--- config.mk ---
export PLATFORM = sky130hd
export DESIGN_NAME = vvpu_fifo
export DESIGN_NICKNAME = d
export VERILOG_FILES = /design/src/rtl/vvpu_fifo.sv
export SDC_FILE = /design/constraint.sdc
export NUM_CORES = 1
export LEC_CHECK = 0
export BUFFER_PORTS_ARGS = -buffer_cell sky130_fd_sc_hd__buf_2
export CAP_MARGIN = 20
export CORE_ASPECT_RATIO = 0.8
export CORE_MARGIN = 3
export CORE_UTILIZATION = 24
export DETAILED_ROUTE_END_ITERATION = 10
export SLEW_MARGIN = 20
export SYNTH_ARGS = -nofsm -noshare
export SYNTH_HDL_FRONTEND = slang
export SYNTH_SLANG_ARGS = --single-unit
--- constraint.sdc ---
create_clock -name i_clk -period 2 [get_ports i_clk]
set_input_delay 0.4 -clock i_clk [delete_from_list [all_inputs] [get_ports i_clk]]
set_output_delay 0.4 -clock i_clk [all_outputs]
set_load 0.02 [all_outputs]
--- src/rtl/vvpu_fifo.sv ---
`default_nettype none
// ----------------------------------------------------------------------------
// Show-ahead FIFO
// Small register-based queue; the head entry is visible while not empty.
// ----------------------------------------------------------------------------
module vvpu_fifo #(
    parameter int WIDTH = 8,
    parameter int DEPTH = 4
) (
    input  wire logic                     i_clk,
    input  wire logic                     i_rst_n,
    input  wire logic                     i_push,
    input  wire logic [WIDTH-1:0]         i_data,
    output logic                          o_full,
    input  wire logic                     i_pop,
    output logic      [WIDTH-1:0]         o_data,
    output logic                          o_empty,
    output logic      [$clog2(DEPTH):0]   o_count
);

    localparam int AW = $clog2(DEPTH);

    logic [WIDTH-1:0] r_mem [DEPTH];
    logic [AW-1:0]    r_wr_ptr;
    logic [AW-1:0]    r_rd_ptr;
    logic [AW:0]      r_count;
    logic [AW-1:0]    n_wr_ptr;
    logic [AW-1:0]    n_rd_ptr;
    logic [AW:0]      n_count;
    logic             w_do_push;
    logic             w_do_pop;

    assign o_full    = (r_count == (AW+1)'(DEPTH));
    assign o_empty   = (r_count == '0);
    assign w_do_push = i_push && !o_full;
    assign w_do_pop  = i_pop && !o_empty;

    always_comb begin
        n_wr_ptr = w_do_push ? r_wr_ptr + AW'(1) : r_wr_ptr;
        n_rd_ptr = w_do_pop ? r_rd_ptr + AW'(1) : r_rd_ptr;
        n_count  = r_count;
        if (w_do_push && !w_do_pop) begin
            n_count = r_count + (AW+1)'(1);
        end else if (w_do_pop && !w_do_push) begin
            n_count = r_count - (AW+1)'(1);
        end
    end

    always_ff @(posedge i_clk) begin
        if (!i_rst_n) begin
            r_wr_ptr <= '0;
            r_rd_ptr <= '0;
            r_count  <= '0;
        end else begin
            r_wr_ptr <= n_wr_ptr;
            r_rd_ptr <= n_rd_ptr;
            r_count  <= n_count;
        end
    end

    always_ff @(posedge i_clk) begin
        if (w_do_push) begin
            r_mem[r_wr_ptr] <= i_data;
        end
    end

    assign o_data  = r_mem[r_rd_ptr];
    assign o_count = r_count;

endmodule
`default_nettype wire

-- After elaboration in Yosys (flattened, before gate mapping)
Memories as Yosys holds them, arrays and structs flattened. A register that Yosys moved wholly into a read port is not among the register bits.
Index checks and enable logic that the tools add are counted.
- memories kept: 1
- input port bits: 12
- register bits: 7
- memory bits (writable): 32
- output and inout bits: 13
- memories (memory ; words ; bits a word ; read ports ; clocked after memory_dff ; wr ports ; line ; text):
    r_mem ; 4 ; 8 ; 1 ; 1 ; 1 ; 23 ; logic [WIDTH-1:0] r_mem [DEPTH];
- add/subtract/negate cells: 4
- eq/ne operators: 1
- reductions and logical operators: 10
- mux-type cells: 6
- operator list (kind ; count):
    $mux 3 ; 2
    $add 2x1->2 const B ; 2
    $logic_and 1x1->1 ; 4
    $logic_not 1->1 ; 4
    $mux 2 ; 2
    $add 3x1->3 const B ; 1
    $eq 3x3->1 const B ; 1
    $logic_not 3->1 ; 1
    $sub 3x1->3 const B ; 1
    $mux 1 ; 2
    $reduce_bool 2->1 ; 1

-- Logic depth before layout (Yosys ltp)
- depth in word-level cells: 7
- gate-level depth with buffers: 9

-- Worst setup path after synthesis
OpenSTA, ideal clock, no wires.
- path kind: flip-flop to flip-flop
- start point: register r_count[0], in the netlist o_count[0]
- end point: register r_count[2], in the netlist o_count[2]
- cell stages (with the launch flop): 10
- path slack: -240 ps
- required time: 1930 ps
- library setup time: 70 ps
- arrival: 2170 ps
- path buffers: 1
- cell sequence: dfxtp_1 -> nor3b_2 -> nor2b_1 -> buf_6 -> ha_1 -> inv_1 -> fa_1 -> xor2_1 -> or3_1 -> a21boi_1
- word-level cells in the longest chain between the ends: 6
- elaborated cells on any way between the ends: 15
- RTL lines (what ; line ; text):
    start, declared ; 26 ; logic [AW:0] r_count;
    start signal, assigned ; 57 ; r_count <= n_count;
    $eq 3x3->1 * ; 33 ; assign o_full = (r_count == (AW+1)'(DEPTH));
    named net o_full ; 14 ; output logic o_full,
    $logic_not 1->1 * ; 35 ; assign w_do_push = i_push && !o_full;
    $logic_and 1x1->1 * ; 35 ;
    named net w_do_push ; 30 ; logic w_do_push;
    $logic_not 1->1 ; 44 ; end else if (w_do_pop && !w_do_push) begin
    $logic_and 1x1->1 ; 44 ;
    $reduce_bool 2->1 (no line) ; - ;
Mark *: on every way through the listed nets, which the timed path passes. The rest lies on a longest branch. The select of a mux whose other input is x is not followed.
A chain may end at the register's enable or synchronous reset.

-- Worst setup path in the final report
- start point: register r_count[0], in the netlist o_count[0]
- end point: register r_count[2], in the netlist o_count[2]
- word-level cells in the longest chain between the ends: 6
- elaborated cells on any way between the ends: 15
- RTL lines (what):
    parallel branches: the longest is 6 deep, another holds $sub 3x1->3
Parallel ways; which one is timed is not known. The select of a mux whose other input is x is not followed.

==> impl_metrics.tcl <==
set metrics [dict create \
    finalMaxSlewViolations 0 \
    yosysTopAreaCellShare 0.586 \
    wl_per_cell_um 13.9 \
    post-synth-top-area-cell "edfxtp_1" \
    period_minus_slack_ns 1.92 \
    worstSetupEndpointType "register" \
    syn_avg_cell_area_um2 18.2 \
    vias_per_cell 4.15 \
    yosys_register_bits 41 \
    ys_types 23 \
    via_count 859 \
    grt_pass1_wl_um 4850 \
    worstMarginPinSlew_ns 0.457 \
    drive_gt1_frac 0.423 \
    die_w_um 98.4 \
    die_y_um 79.9 \
    placementRows 26 \
    yosysSeqAreaShare 0.696 \
    peakVddDrop_mv 0.542 \
    post-route-util 0.311 \
    clkLatencyLatePin_ns 0.28 \
    crit_type "reg2reg" \
    synth_edf_count 32 \
    period_share 0.960 \
    cts_tree "yes" \
    areaGrowthSynthToFinish_pct 23.6 \
    antenna_found_initial 0 \
    syn_nets 108 \
    nFillCells 646 \
    dieArea_mm2 0.00786 \
    grt_pass1_vias 944 \
    p_per_area_mw_per_mm2 1290 \
    relSlewSlack 0.695 \
    rsz0062_at_grt "no" \
    grt_usage 0.0829 \
    drc_errors 0 \
    cts_hold_buf 0 \
    grt_overflow 0 \
    worst_hold_path_type "in2reg" \
    yosysMostFrequentCell "edfxtp_1" \
    cts_buffers 5 \
    cap_violations 0 \
    setup_ws_ns 0.0808 \
    worst_hold_slack_ns 0.326 \
    synth_area_leaders "edfxtp_1, dfxtp_1, mux4_2" \
    cts.sinks 41 \
    clk_path_buf_depth 2 \
    path_max_fanout 7 \
    grt_max_degree 14 \
    first_iter_violations 49 \
    syn_inst 90 \
    worstPathRequired_ns 2.22 \
    pre_cts_ws_ns -0.0184 \
    synthTopCellsByCount "edfxtp_1, dfxtp_1, and2_1, mux4_2, ha_1" \
    wirelength_um 2890 \
    dp_hpwl_um 2080 \
    gp_congestion 0.728 \
    synth_top_flop_cell "edfxtp_1" \
    async_reset_ff_frac 0 \
    syn_area_mm2 0.00164 \
    timing.fmax_mhz 521 \
    firstDrtPassIters 4 \
    setup_violations 0 \
    synth_warnings 0 \
    finalSetupTns_ns 0 \
    p_leak_nw 0.719 \
    clkSlewWorstSetupHoldPaths_ns 0.08 \
    diodes 0 \
    port_buffers 24 \
    cp-start-kind "register" \
    num-nets-final 140 \
    status "finished clean" \
    cts_root_buffer "clkbuf_8" \
    fin_skew_ns 0.00468 \
    ant_nets 0 \
    htreeDepth 2 \
    boundaryPins 25 \
    start_util 0.252 \
    worstPathArrival_ns 2.14 \
    final-hold-violation-count 0 \
    core_mm2 0.00651 \
]
per-stage QoR:
stage	power [mW]	instances	instance area, um^2
2_1_floorplan	1.72	90	1660
3_3_place_gp	1.93	197	1890
3_5_place_dp	1.98	197	1890
4_1_cts	2.64	205	2010
5_1_grt	2.77	207	2030
6_report	2.62	207	2030
timing repair:
item | in CTS | in global routing
pin swaps | 1 | 2
cloned | 0 | 0
setup buffers | 0 | 2
setup endpoints to repair | 1 | 2
gates resized for setup | 2 | 1
per-layer routing:
| metal | wire [um] | GRT usage | vias up |
|---|---|---|---|
| li1 | - | - | 402 |
| met1 | 1170 | 0.0892 | 428 |
| met2 | 1510 | 0.144 | 27 |
| met3 | 184 | 0.0367 | 2 |
| met4 | 23 | 0.0327 | 0 |
| met5 | 0 | 0 | - |
critical path, cell delays in order, from the launching register on:
cell	delay (ns)
dfxtp_4	0.39
o31ai_4	0.25
ha_2	0.22
inv_1	0.05
fa_2	0.34
xor2_1	0.16
or3_1	0.30
a21boi_1	0.13
flip-flops by register name (all words and copies together), names as in the netlist, named ones only:
| signal | flops |
|---|---|
| o_count | 3 |
| r_wr_ptr | 2 |
| r_rd_ptr | 2 |
| r_mem | 32 |
kinds of logic (layout without fill, tap and decap cells):
logic type | after synthesis | in the layout | share of synthesized area
buf+inv | 7 | 40 | 0.0214
flops | 41 | 41 | 0.696
mux | 11 | 11 | 0.128
compound gates | 4 | 4 | 0.0206
fa+ha+maj | 6 | 6 | 0.0504
simple gates | 17 | 17 | 0.0618
xor+xnor | 4 | 4 | 0.0214
where the power goes:
part | switching (mW) | total, mW | internal [mW]
Clock | 0.276 | 0.643 | 0.367
Combinational | 0.419 | 0.808 | 0.388
Sequential | 0.108 | 1.17 | 1.06
Total | 0.803 | 2.62 | 1.82
cell usage in the layout (no fill, tap or decap), drive strengths merged, types with 2 or more instances in the layout:
cell,netlist,layout
dfxtp,9,9
xnor2,3,3
buf,3,29
nor2b,2,2
mux4,8,8
ha,5,5
inv,3,3
clkbuf,1,5
and2,8,8
edfxtp,32,32
nand2,4,4
mux2i,3,3
worst paths after layout:
path | start | to | slack [ns] | cells past startpoint
max | o_count[0] | o_count[2] | 0.08 | 7
min | i_data[7] | r_mem[2][7] | 0.33 | 1
max reg2reg | o_count[0] | o_count[2] | 0.08 | 7
min reg2reg | r_wr_ptr[1] | r_wr_ptr[1] | 0.52 | 2
cell type report:
| class | instances | area [um^2] | area share |
|---|---|---|---|
| Clock buffer | 5 | 68.8 | 0.0340 |
| Sequential cell | 41 | 1150 | 0.569 |
| Tap cell | 84 | 105 | 0.0519 |
| Clock inverter | 3 | 41.3 | 0.0204 |
| Timing Repair Buffer | 29 | 161 | 0.0797 |
| Inverter | 3 | 11.3 | 0.00556 |
| Multi-Input combinational cell | 42 | 485 | 0.240 |
(Power assumes the default switching activity.)
