==> src/rtl/vvpu_pkg.sv <==
`default_nettype none
// ----------------------------------------------------------------------------
// Velocity Verlet update package
// Types, constants and helpers shared by the front, the back and the top level.
// ----------------------------------------------------------------------------
package vvpu_pkg;

    // Fixed-point format of every stored and transported value.
    localparam int FRAC_BITS = 20;
    localparam int DATA_W    = 32;
    localparam int DT_W      = 20;
    localparam int BOX_W     = 31;

    // Item field widths.
    localparam int KIND_W = 2;
    localparam int PART_W = 10;
    localparam int AXIS_W = 2;
    localparam int TAG_W  = PART_W + AXIS_W;

    // Datapath widths.
    localparam int P1_W   = DATA_W + DT_W + 1;   // force * dt
    localparam int VS_W   = DATA_W + 1;          // velocity + half kick
    localparam int P2_W   = VS_W + DT_W + 1;     // (v + dv) * dt
    localparam int SAT_W  = DATA_W + 3;          // sums ahead of saturation

    localparam logic signed [P1_W-1:0] HALF_KICK_BIAS = P1_W'(1) << FRAC_BITS;
    localparam logic signed [P2_W-1:0] STEP_BIAS      = P2_W'(1) << (FRAC_BITS - 1);

    // Queue sizing.
    localparam int MID_DEPTH  = 4;
    localparam int OUT_DEPTH  = 8;
    localparam int OUT_CNT_W  = $clog2(OUT_DEPTH) + 1;
    localparam int CRD_W      = OUT_CNT_W + 1;

    // Configuration port.
    localparam int APB_ADDR_W = 3;
    localparam int APB_DATA_W = 32;
    localparam logic REG_TIME_STEP = 1'b0;
    localparam logic REG_BOX_WIDTH = 1'b1;
    localparam logic [DT_W-1:0]  TIME_STEP_RST = 20'd1048;
    localparam logic [BOX_W-1:0] BOX_WIDTH_RST = 31'd10485760;

    // Input codes.
    localparam logic [KIND_W-1:0] KIND_DRIFT = 2'd0;
    localparam logic [KIND_W-1:0] KIND_KICK  = 2'd1;
    localparam logic [KIND_W-1:0] KIND_LOAD  = 2'd2;
    localparam logic [AXIS_W-1:0] AXIS_X = 2'd0;
    localparam logic [AXIS_W-1:0] AXIS_Y = 2'd1;
    localparam logic [AXIS_W-1:0] AXIS_Z = 2'd2;

    typedef enum logic [1:0] {
        OP_DRIFT,
        OP_KICK,
        OP_LOAD,
        OP_NULL
    } t_op;

    typedef struct packed {
        t_op                      op;
        logic [PART_W-1:0]        particle;
        logic [AXIS_W-1:0]        axis;
        logic signed [DATA_W-1:0] force_in;
        logic signed [DATA_W-1:0] position_in;
        logic signed [DATA_W-1:0] velocity_in;
    } t_cmd;

    typedef struct packed {
        logic signed [DATA_W-1:0] position;
        logic signed [DATA_W-1:0] velocity;
        logic signed [DATA_W-1:0] displacement;
        logic                     out_of_box;
    } t_result;

    typedef struct packed {
        logic [DT_W-1:0]  time_step;
        logic [BOX_W-1:0] box_width;
    } t_cfg;

    function automatic logic signed [DATA_W-1:0] sat32(input logic signed [SAT_W-1:0] x);
        logic signed [SAT_W-1:0] hi;
        logic signed [SAT_W-1:0] lo;
        hi = SAT_W'({1'b0, {(DATA_W-1){1'b1}}});
        lo = -hi - SAT_W'(1);
        if (x > hi) begin
            return {1'b0, {(DATA_W-1){1'b1}}};
        end else if (x < lo) begin
            return {1'b1, {(DATA_W-1){1'b0}}};
        end
        return x[DATA_W-1:0];
    endfunction

endpackage
`default_nettype wire

==> src/rtl/vvpu_fifo.sv <==
`default_nettype none
// ----------------------------------------------------------------------------
// Show-ahead FIFO
// Small register-based queue; the head entry is visible while not empty.
// ----------------------------------------------------------------------------
module vvpu_fifo #(
    parameter int WIDTH = 8,
    parameter int DEPTH = 4
) (
    input  wire logic                     i_clk,
    input  wire logic                     i_rst_n,
    input  wire logic                     i_push,
    input  wire logic [WIDTH-1:0]         i_data,
    output logic                          o_full,
    input  wire logic                     i_pop,
    output logic      [WIDTH-1:0]         o_data,
    output logic                          o_empty,
    output logic      [$clog2(DEPTH):0]   o_count
);

    localparam int AW = $clog2(DEPTH);

    logic [WIDTH-1:0] r_mem [DEPTH];
    logic [AW-1:0]    r_wr_ptr;
    logic [AW-1:0]    r_rd_ptr;
    logic [AW:0]      r_count;
    logic [AW-1:0]    n_wr_ptr;
    logic [AW-1:0]    n_rd_ptr;
    logic [AW:0]      n_count;
    logic             w_do_push;
    logic             w_do_pop;

    assign o_full    = (r_count == (AW+1)'(DEPTH));
    assign o_empty   = (r_count == '0);
    assign w_do_push = i_push && !o_full;
    assign w_do_pop  = i_pop && !o_empty;

    always_comb begin
        n_wr_ptr = w_do_push ? r_wr_ptr + AW'(1) : r_wr_ptr;
        n_rd_ptr = w_do_pop ? r_rd_ptr + AW'(1) : r_rd_ptr;
        n_count  = r_count;
        if (w_do_push && !w_do_pop) begin
            n_count = r_count + (AW+1)'(1);
        end else if (w_do_pop && !w_do_push) begin
            n_count = r_count - (AW+1)'(1);
        end
    end

    always_ff @(posedge i_clk) begin
        if (!i_rst_n) begin
            r_wr_ptr <= '0;
            r_rd_ptr <= '0;
            r_count  <= '0;
        end else begin
            r_wr_ptr <= n_wr_ptr;
            r_rd_ptr <= n_rd_ptr;
            r_count  <= n_count;
        end
    end

    always_ff @(posedge i_clk) begin
        if (w_do_push) begin
            r_mem[r_wr_ptr] <= i_data;
        end
    end

    assign o_data  = r_mem[r_rd_ptr];
    assign o_count = r_count;

endmodule
`default_nettype wire

==> src/rtl/vvpu_front.sv <==
`default_nettype none
// ----------------------------------------------------------------------------
// Velocity Verlet update front end
// Accepts items, decodes them into operations and queues them for the back end.
// ----------------------------------------------------------------------------
module vvpu_front
    import vvpu_pkg::*;
#(
    parameter int PARTICLES = 1024
) (
    input  wire logic                     i_clk,
    input  wire logic                     i_rst_n,
    input  wire logic                     i_push,
    output logic                          o_full,
    input  wire logic [KIND_W-1:0]        i_kind,
    input  wire logic [PART_W-1:0]        i_particle,
    input  wire logic [AXIS_W-1:0]        i_axis,
    input  wire logic signed [DATA_W-1:0] i_force_in,
    input  wire logic signed [DATA_W-1:0] i_position_in,
    input  wire logic signed [DATA_W-1:0] i_velocity_in,
    output t_cmd                          o_cmd,
    output logic                          o_cmd_valid,
    input  wire logic                     i_cmd_pop
);

    localparam logic [16:0] PART_LIMIT = 17'(PARTICLES);

    t_op  w_op;
    t_cmd w_cmd;
    logic w_part_ok;
    logic w_empty;
    logic [$clog2(MID_DEPTH):0] w_count;

    assign w_part_ok = ({7'b0, i_particle} < PART_LIMIT);

    // Anything that addresses no component becomes a null operation, which
    // still yields an all-zero result in order.
    always_comb begin
        case (i_kind)
            KIND_DRIFT: w_op = OP_DRIFT;
            KIND_KICK:  w_op = OP_KICK;
            KIND_LOAD:  w_op = OP_LOAD;
            default:    w_op = OP_NULL;
        endcase
        if (!(i_axis inside {AXIS_X, AXIS_Y, AXIS_Z}) || !w_part_ok) begin
            w_op = OP_NULL;
        end
    end

    always_comb begin
        w_cmd.op          = w_op;
        w_cmd.particle    = i_particle;
        w_cmd.axis        = i_axis;
        w_cmd.force_in    = i_force_in;
        w_cmd.position_in = i_position_in;
        w_cmd.velocity_in = i_velocity_in;
    end

    vvpu_fifo #(
        .WIDTH ($bits(t_cmd)),
        .DEPTH (MID_DEPTH)
    ) u_cmd_fifo (
        .i_clk   (i_clk),
        .i_rst_n (i_rst_n),
        .i_push  (i_push),
        .i_data  (w_cmd),
        .o_full  (o_full),
        .i_pop   (i_cmd_pop),
        .o_data  (o_cmd),
        .o_empty (w_empty),
        .o_count (w_count)
    );

    assign o_cmd_valid = !w_empty;

    a_count_bounded: assert property (@(posedge i_clk) disable iff (!i_rst_n)
        w_count <= ($clog2(MID_DEPTH)+1)'(MID_DEPTH))
        else $error("command queue count exceeds its depth");

    a_full_holds: assert property (@(posedge i_clk) disable iff (!i_rst_n)
        o_full && !i_cmd_pop |=> o_full)
        else $error("command queue left full without a pop");

    a_pop_not_empty: assert property (@(posedge i_clk) disable iff (!i_rst_n)
        i_cmd_pop |-> o_cmd_valid)
        else $error("back end popped an empty command queue");

endmodule
`default_nettype wire

==> config.mk <==
export PLATFORM = sky130hd
export DESIGN_NAME = vvpu_front
export DESIGN_NICKNAME = d
export VERILOG_FILES = /design/src/rtl/vvpu_pkg.sv /design/src/rtl/vvpu_fifo.sv /design/src/rtl/vvpu_front.sv
export SDC_FILE = /design/constraint.sdc
export NUM_CORES = 1
export LEC_CHECK = 0
export ABC_AREA = 1
export ABC_CLOCK_PERIOD_IN_PS = 14500
export BUFFER_PORTS_ARGS = -buffer_cell sky130_fd_sc_hd__buf_2
export CAP_MARGIN = 30
export CORE_MARGIN = 4
export CORE_UTILIZATION = 45
export CTS_CLUSTER_DIAMETER = 60
export DETAILED_ROUTE_END_ITERATION = 8
export PLACE_DENSITY_LB_ADDON = 0.15
export REMOVE_ABC_BUFFERS = 1
export SLEW_MARGIN = 5
export SYNTH_ARGS = -nofsm -noshare
export SYNTH_HDL_FRONTEND = slang
export SYNTH_SLANG_ARGS = --single-unit
export TNS_END_PERCENT = 10
==> constraint.sdc <==
create_clock -name i_clk -period 14.5 [get_ports i_clk]
set_input_delay 0 -clock i_clk [delete_from_list [all_inputs] [get_ports i_clk]]
set_output_delay 0 -clock i_clk [all_outputs]
set_load 0.01 [all_outputs]
# After elaboration in Yosys (flattened, before gate mapping)
# Memory sizes are Yosys's and may differ from the RTL's. A register that Yosys moved wholly into a read port is not among the register bits.
# Cells that the tools add are included.
# word_totals
ff_bits,7
latch_bits,0
mem_bits_rw,440
rom_bits,0
out_inout_bits,112
elab_cells,34
memories,1
# classes
n_addsub,4
n_mul,0
div_mod_pow,0
n_lt_le_gt_ge,0
n_eq_ne,5
shift,0
n_mux,8
n_bitwise,0
n_reduce_logical,13
# memory_table
name,depth,width,rd,rd_ports_with_merged_regs,wr,line,rtl
u_cmd_fifo.r_mem,4,110,1,1,1,vvpu_fifo.sv:23,logic [WIDTH-1:0] r_mem [DEPTH];
# op_table
op,count
2-bit 2-to-1 mux,3
3-bit 2-to-1 mux,2
2-bit one-hot mux with 3 select lines,1
2-bit by 1-bit adder with 2-bit output (second input constant),2
2-bit by 1-bit equality test with 1-bit output (second input constant),2
2-bit equality test (second input constant),2
1-bit logical AND,4
1-bit zero test,4
2-bit zero test,2
3-bit by 1-bit adder with 3-bit output (second input constant),1
3-bit equality test (second input constant),1
3-bit zero test,1
3-bit nonzero test,1
3-bit by 1-bit subtractor with 3-bit output (second input constant),1
1-bit 2-to-1 mux,2
2-bit nonzero test,1

# Depth between registers and ports, before layout
# Gate-level depths: netlist (run 1).
# depth
ltp_word,7
mapped_depth,13
mapped_depth_nobuf,13

# By module
# A second synthesis (run 1) with hierarchy kept.
# hier_totals
hier_cells,1140
hier_area_um2,17170.2
# by_module_without_submodules
mod,n_inst,cells_per_inst,area_per_inst_um2,seq_area_each_um2
vvpu_fifo,1,1134,17147.7,13392.8
vvpu_front,1,6,22.5,0.0

# Least setup slack after synthesis (run 1)
# OpenSTA, ideal clock, no wires.
# synth_path
path_kind,reg2reg
startpoint,register u_cmd_fifo.r_count[0] (netlist: u_cmd_fifo.o_count[0])
endpoint,"memory u_cmd_fifo.r_mem[0][0] in the netlist's numbering, enable pin"
arrival_time_ns,5.243
required_ns,13.920
slack_ns,8.677
stages_incl_launch_ff,5
path_buffers,0
period_less_slack_ns,5.823
path_cell_list,dfxtp_1 > nor2_1 > nand2_1 > nand2_1 > nor2_1
# synth_between
elab_chain_cells,5
# synth_rtl
item,line,rtl
"start, declared",vvpu_fifo.sv:26,logic [AW:0] r_count;
"start signal, assigned",vvpu_fifo.sv:57,r_count <= n_count;
3-bit equality test,vvpu_fifo.sv:33,assign o_full = (r_count == (AW+1)'(DEPTH));
1-bit zero test,vvpu_fifo.sv:35,assign w_do_push = i_push && !o_full;
1-bit logical AND,vvpu_fifo.sv:35,
1-bit 2-to-1 mux,vvpu_fifo.sv:62,if (w_do_push) begin
1-bit 2-to-1 mux (not written as such),vvpu_fifo.sv:63,r_mem[r_wr_ptr] <= i_data;
"end, declared",vvpu_fifo.sv:23,
# Every way passes these cells.

==> flow_summary.yaml, run 1 <==
worst_setup_path:
  worst-setup-path-type: "reg2out"
  startpoint_type: "flip-flop"
  critPathRequiredTime_ps: 14500
  path_max_fanout: 56
  cp-end-kind: "primary output"
  reg2reg_from: "u_cmd_fifo.o_count[0]"
  worstPathArrival_ps: 3410
timing:
  finalCriticalPeriod_ps: 3410
  setup_viol: 0
  timing.final.ws_setup_ps: 11090
  slew_headroom: 0.366
  hold_viol_final: 0
  max_freq_mhz: 293
  worstMarginPinSlew_ps: 951
  clock_skew_ps: 8.73
  finalMaxSlewViolations: 0
  setup_tns_ps: 0
  min_period_over_period: 0.235
  rsz0062_at_grt: "false"
route:
  drt_iter0_drc: 421
  drc: 0
  viasPerCell: 5.09
  vias: 10300
  routed_wl_um: 37300
  wire_per_inst_um: 18.5
  drtAntennaViolNets: 0
  drt-pass1-iter-count: 5
clock_network:
  cts_buffer_depth: 3
  cts_setup_buffers: 0
  cts_made_buffers: 47
  cts_sinks: 449
  tritoncts: "yes"
  root_buffer: "clkbuf_16"
  insertion_delay_ps: 560
  htree_levels: 2
  clk_pin_slew_worst_paths_ps: 60
synthesis:
  postSynthCellCount: 1137
  synth_seq_cells: 449
  yosysSeqAreaShare: 0.780
  synth_area_um2: 17200
  avgSynthCellArea_um2: 15.1
  synth_cell_types: 24
  ys.warnings.count: 0
power:
  total_power_uw: 3640
  power_density_nw_per_um2: 171
  peakVddDrop_mv: 0.0949
  power_leakage_uw: 0.00745
placed_design:
  gp_congestion: 0.724
  place_ws_ps: 11480
  port_buffers: 225
  dp.final_hpwl_um: 20000
job:
  drv_cap: 0
final_layout:
  diodes: 0
  drive_above_1_share: 0.234
  syn_to_final_growth_pct: 23.8
  fin_nets: 1589
  final_util: 0.564
die:
  die_h_um: 203
  die_area_um2: 41300
  io_pins: 226
  die_w_um: 203
  core_um2: 37700
  rows: 71
  initial_utilization: 0.456
hold_path:
  hold_class: "in2reg"
  hold_start: "i_position_in[24]"
global_route:
  overflow: 0
  grt_pass1_vias: 10400
  track_usage: 0.178
  grt_pass1_wl_um: 58000
  grt_antenna_before_repair: 0
  grt_start_max_net_pins: 148
outcome:
  status: "finished clean"
flip-flops by register name, summed over array words and instances (netlist names), named ones only:
register / flops
u_cmd_fifo.o_count: 3
u_cmd_fifo.r_mem: 440
u_cmd_fifo.r_rd_ptr: 2
u_cmd_fifo.r_wr_ptr: 2
cells in the mapped netlist:
master | n | area [um2]
edfxtp_1 | 440 | 13200
nor2_1 | 214 | 803
o21ai_0 | 131 | 656
o21ai_1 | 90 | 450
o22ai_1 | 90 | 563
buf_2 | 20 | 100
buf_6 | 20 | 225
nor2_4 | 20 | 225
o22ai_2 | 20 | 250
clkbuf_1 | 19 | 71.3
inv_1 | 17 | 63.8
nand2_1 | 15 | 56.3
buf_4 | 9 | 67.6
dfxtp_1 | 9 | 180
ha_1 | 5 | 62.6
buf_12 | 4 | 80.1
nand3_1 | 4 | 20.0
a21oi_1 | 3 | 15.0
o21bai_1 | 2 | 15.0
fa_1 | 1 | 20.0
inv_2 | 1 | 3.75
inv_6 | 1 | 8.76
nand3b_1 | 1 | 7.51
xor2_1 | 1 | 8.76
per-layer routing:
layer / up-vias / global-route usage / wire (um)
li1: 4951 / - / -
met1: 4982 / 0.240 / 16300
met2: 258 / 0.289 / 17700
met3: 73 / 0.0399 / 2190
met4: 0 / 0.0626 / 1060
met5: - / 0 / 0
cells in the final DEF, fill, tap and decap left out, drive strengths merged, types with 5 or more instances in the layout:
cell type	instances
inv	18
clkbuf	60
o22ai	110
dlygate4sd3	114
edfxtp	440
clkinv	23
o21ai	221
nor2	234
dfxtp	9
nand2	15
buf	241
ha	5
cells by family (layout without fill, tap and decap cells):
logic type	after synthesis	count (layout)	synth area share
AND/OR/NAND/NOR	254	254	0.0648
adder cells (fa/ha/maj)	6	6	0.00481
flip-flops	449	449	0.780
AO/OA/AOI/OAI	336	336	0.114
XOR/XNOR	1	1	0.000510
buffers and inverters	91	460	0.0362
timing repair:
action | CTS | global route
gates resized for setup | 0 | 0
hold buffers | 114 | 0
endpoints found under the hold margin | 449 | 0
layout make-up:
| type | count | area [um2] |
|---|---|---|
| Clock buffer | 60 | 1280 |
| Tap cell | 511 | 639 |
| Clock inverter | 26 | 223 |
| Sequential cell | 449 | 13400 |
| Timing Repair Buffer | 355 | 2450 |
| Multi-Input combinational cell | 597 | 3180 |
| Fill cell | 3085 | 16400 |
| Inverter | 19 | 80.1 |
where the power goes:
part	switching, uW	internal, uW
Clock	469	691
Combinational	558	294
Sequential	52.1	1580
Total	1080	2560
critical path: stages (launching register included):
cell	delay, ps
dfxtp_4	720
clkinv_2	910
buf_4	660
o21ai_1	160
o22ai_1	130
buf_2	170
through the flow:
step | hold WS, ps | cell area, um2 | instances
floorplan | 98.9 | 16600 | 1065
global placement | 215 | 18500 | 1814
detailed placement | 218 | 18600 | 1815
CTS | 146 | 21200 | 2015
global route | 178 | 21300 | 2017
finish | 184 | 21300 | 2017
worst paths after layout:
kind                                           endpoint  slack [ps]  cells after the start
worst max-delay path                          o_cmd[47]       11090                      5
worst min-delay path            u_cmd_fifo.r_mem[0][56]         180                      2
worst max register to register   u_cmd_fifo.r_mem[2][7]       11560                      6
worst min register to register                flip-flop         500                      2
No activity file was read; power rests on OpenSTA's default activity.
==> run 2: changes to the inputs <==
--- a/config.mk
+++ b/config.mk
@@ -6,7 +6,7 @@
 export NUM_CORES = 1
 export LEC_CHECK = 0
 export ABC_AREA = 1
-export ABC_CLOCK_PERIOD_IN_PS = 14500
+export ABC_CLOCK_PERIOD_IN_PS = 3070
 export BUFFER_PORTS_ARGS = -buffer_cell sky130_fd_sc_hd__buf_2
 export CAP_MARGIN = 30
 export CORE_MARGIN = 4
==> constraint.sdc (replaced) <==
create_clock -name i_clk -period 3.07 [get_ports i_clk]
set_input_delay 0 -clock i_clk [delete_from_list [all_inputs] [get_ports i_clk]]
set_output_delay 0 -clock i_clk [all_outputs]
set_load 0.01 [all_outputs]
==> run 2 against run 1 <==
Effect of this change:
- non-clock buffer count up 7
- count of clock-buffer cells in the layout up 1
- sequential cell count unchanged
- utilization up 0.24 points
- critical endpoint unchanged
==> flow_summary.yaml, run 2 (same netlist as run 1, synthesis figures left out) <==
outcome:
  status: "finished clean"
job:
  drv_cap: 0
final_layout:
  fin_nets: 1596
  final_common_cell: "edfxtp_1"
  largest_register: "u_cmd_fifo.r_mem"
  diodes: 0
  fillers: 3103
  largest_reg_flops: 440
  final_cell_mix: "440 x edfxtp_1, 225 x buf_2, 210 x nor2_1"
  syn_to_final_growth_pct: 24.3
  drive_above_1_share: 0.236
clock_network:
  cts_sinks: 449
  tritoncts: "yes"
  root_buffer: "clkbuf_16"
  cts_resized: 0
  cts_made_buffers: 47
  clk_pin_slew_worst_paths_ps: 60
  cts_buffer_depth: 3
  htree_levels: 2
  insertion_delay_ps: 560
route:
  drtAntennaViolNets: 0
  routed_wl_um: 36900
  wire_per_inst_um: 18.3
  vias: 10300
  drc: 0
  viasPerCell: 5.07
  drt-pass1-iter-count: 5
  drt_iter0_drc: 592
worst_setup_path:
  startpoint_type: "flip-flop"
  cp-end-kind: "primary output"
  rrSetupSlack_ps: 900
  worstPathArrival_ps: 2480
  worst-setup-path-type: "reg2out"
  critPathRequiredTime_ps: 3070
  path_max_fanout: 220
  rr_worst_depth: 9
die:
  die_h_um: 203
  die_area_um2: 41300
  die_w_um: 203
  io_pins: 226
  initial_utilization: 0.456
  core_um2: 37700
  rows: 71
timing:
  hold_ws_ps: 186
  finalMaxSlewViolations: 0
  setup_viol: 0
  min_period_over_period: 0.808
  worstMarginPinSlew_ps: 1050
  rsz0062_at_grt: "false"
  hold_viol_final: 0
  slew_headroom: 0.298
  max_freq_mhz: 403
  finalCriticalPeriod_ps: 2480
  clock_skew_ps: 16.3
placed_design:
  port_buffers: 225
  gp_congestion: 0.722
  dp.final_hpwl_um: 20000
global_route:
  grt_pass1_wl_um: 57200
  grt_pass1_vias: 10200
  overflow: 0
  grt_start_max_net_pins: 221
  grt_antenna_before_repair: 1
  track_usage: 0.176
power:
  peakVddDrop_mv: 0.565
  power_density_nw_per_um2: 804
  total_power_uw: 17200
  power_leakage_uw: 0.00747
hold_path:
  hold_class: "in2reg"
  min_path_cells: 2
-- run 2: cell types whose count changed in the layout (fill, tap and decap cells not counted) --
cell	before	now
clkbuf_8	1	0
clkbuf_1	10	12
clkinv_1	12	10
buf_12	0	10
clkinv_4	2	0
clkinv_2	9	7
buf_16	3	0
clkinvlp_4	0	2
-- run 2: cell type report --
cell class / instances / area (um2) / share of cell area
clock buffers: 61 / 1270 / 0.0596
clock inverters: 22 / 203 / 0.00950
inverters: 19 / 80.1 / 0.00375
multi-input cells: 597 / 3180 / 0.149
flip-flops and latches: 449 / 13400 / 0.628
well taps: 511 / 639 / 0.0300
repair buffers: 362 / 2560 / 0.120
-- run 2: metal layers --
metal  vias up  routed length, um  part of all wire  track usage
met5         -                 13           0.00035            0
met2       255              17900              0.49        0.290
met3        44               2140             0.058       0.0369
met1      4989              16100              0.44        0.240
met4         2                696             0.019       0.0532
li1       4961                  -                 -            -
-- run 2: what timing repair did --
item,in CTS,in global routing
hold buffers,114,0
hold endpoints to repair,449,0
buffers inserted,0,0
-- run 2: report_power, final --
part / switching, uW / internal, uW
clock network: 2150 / 3230
registers: 168 / 7450
logic: 2720 / 1440
total: 5040 / 12100
-- run 2: path summary, 6_finish.rpt --
path / startpoint / end
setup reg to reg: u_cmd_fifo.o_count[0] / u_cmd_fifo.o_count[1]
setup / recovery: flip-flop / o_cmd[47]
hold / removal: i_velocity_in[30] / u_cmd_fifo.r_mem[1][30]
hold reg to reg: u_cmd_fifo.r_rd_ptr[1] / flip-flop
-- run 2: stage by stage --
step           setup TNS [ps]  std cells  setup slack (ps)   util  cell area, um2
2_1_floorplan        -1497520       1065             -2750      -           16600
3_3_place_gp                0       1824               984  0.497           18700
3_5_place_dp                0       1824               916  0.497           18700
4_1_cts                     0       2021               613  0.567           21300
5_1_grt                     0       2021               406  0.567           21300
6_report                    0       2021               590  0.567           21300
-- run 2: critical path, stage by stage, from the launching register on --
cell and delay (ps):
dfxtp_4 390, buf_12 590, o21ai_0 220, o22ai_1 290, buf_2 190
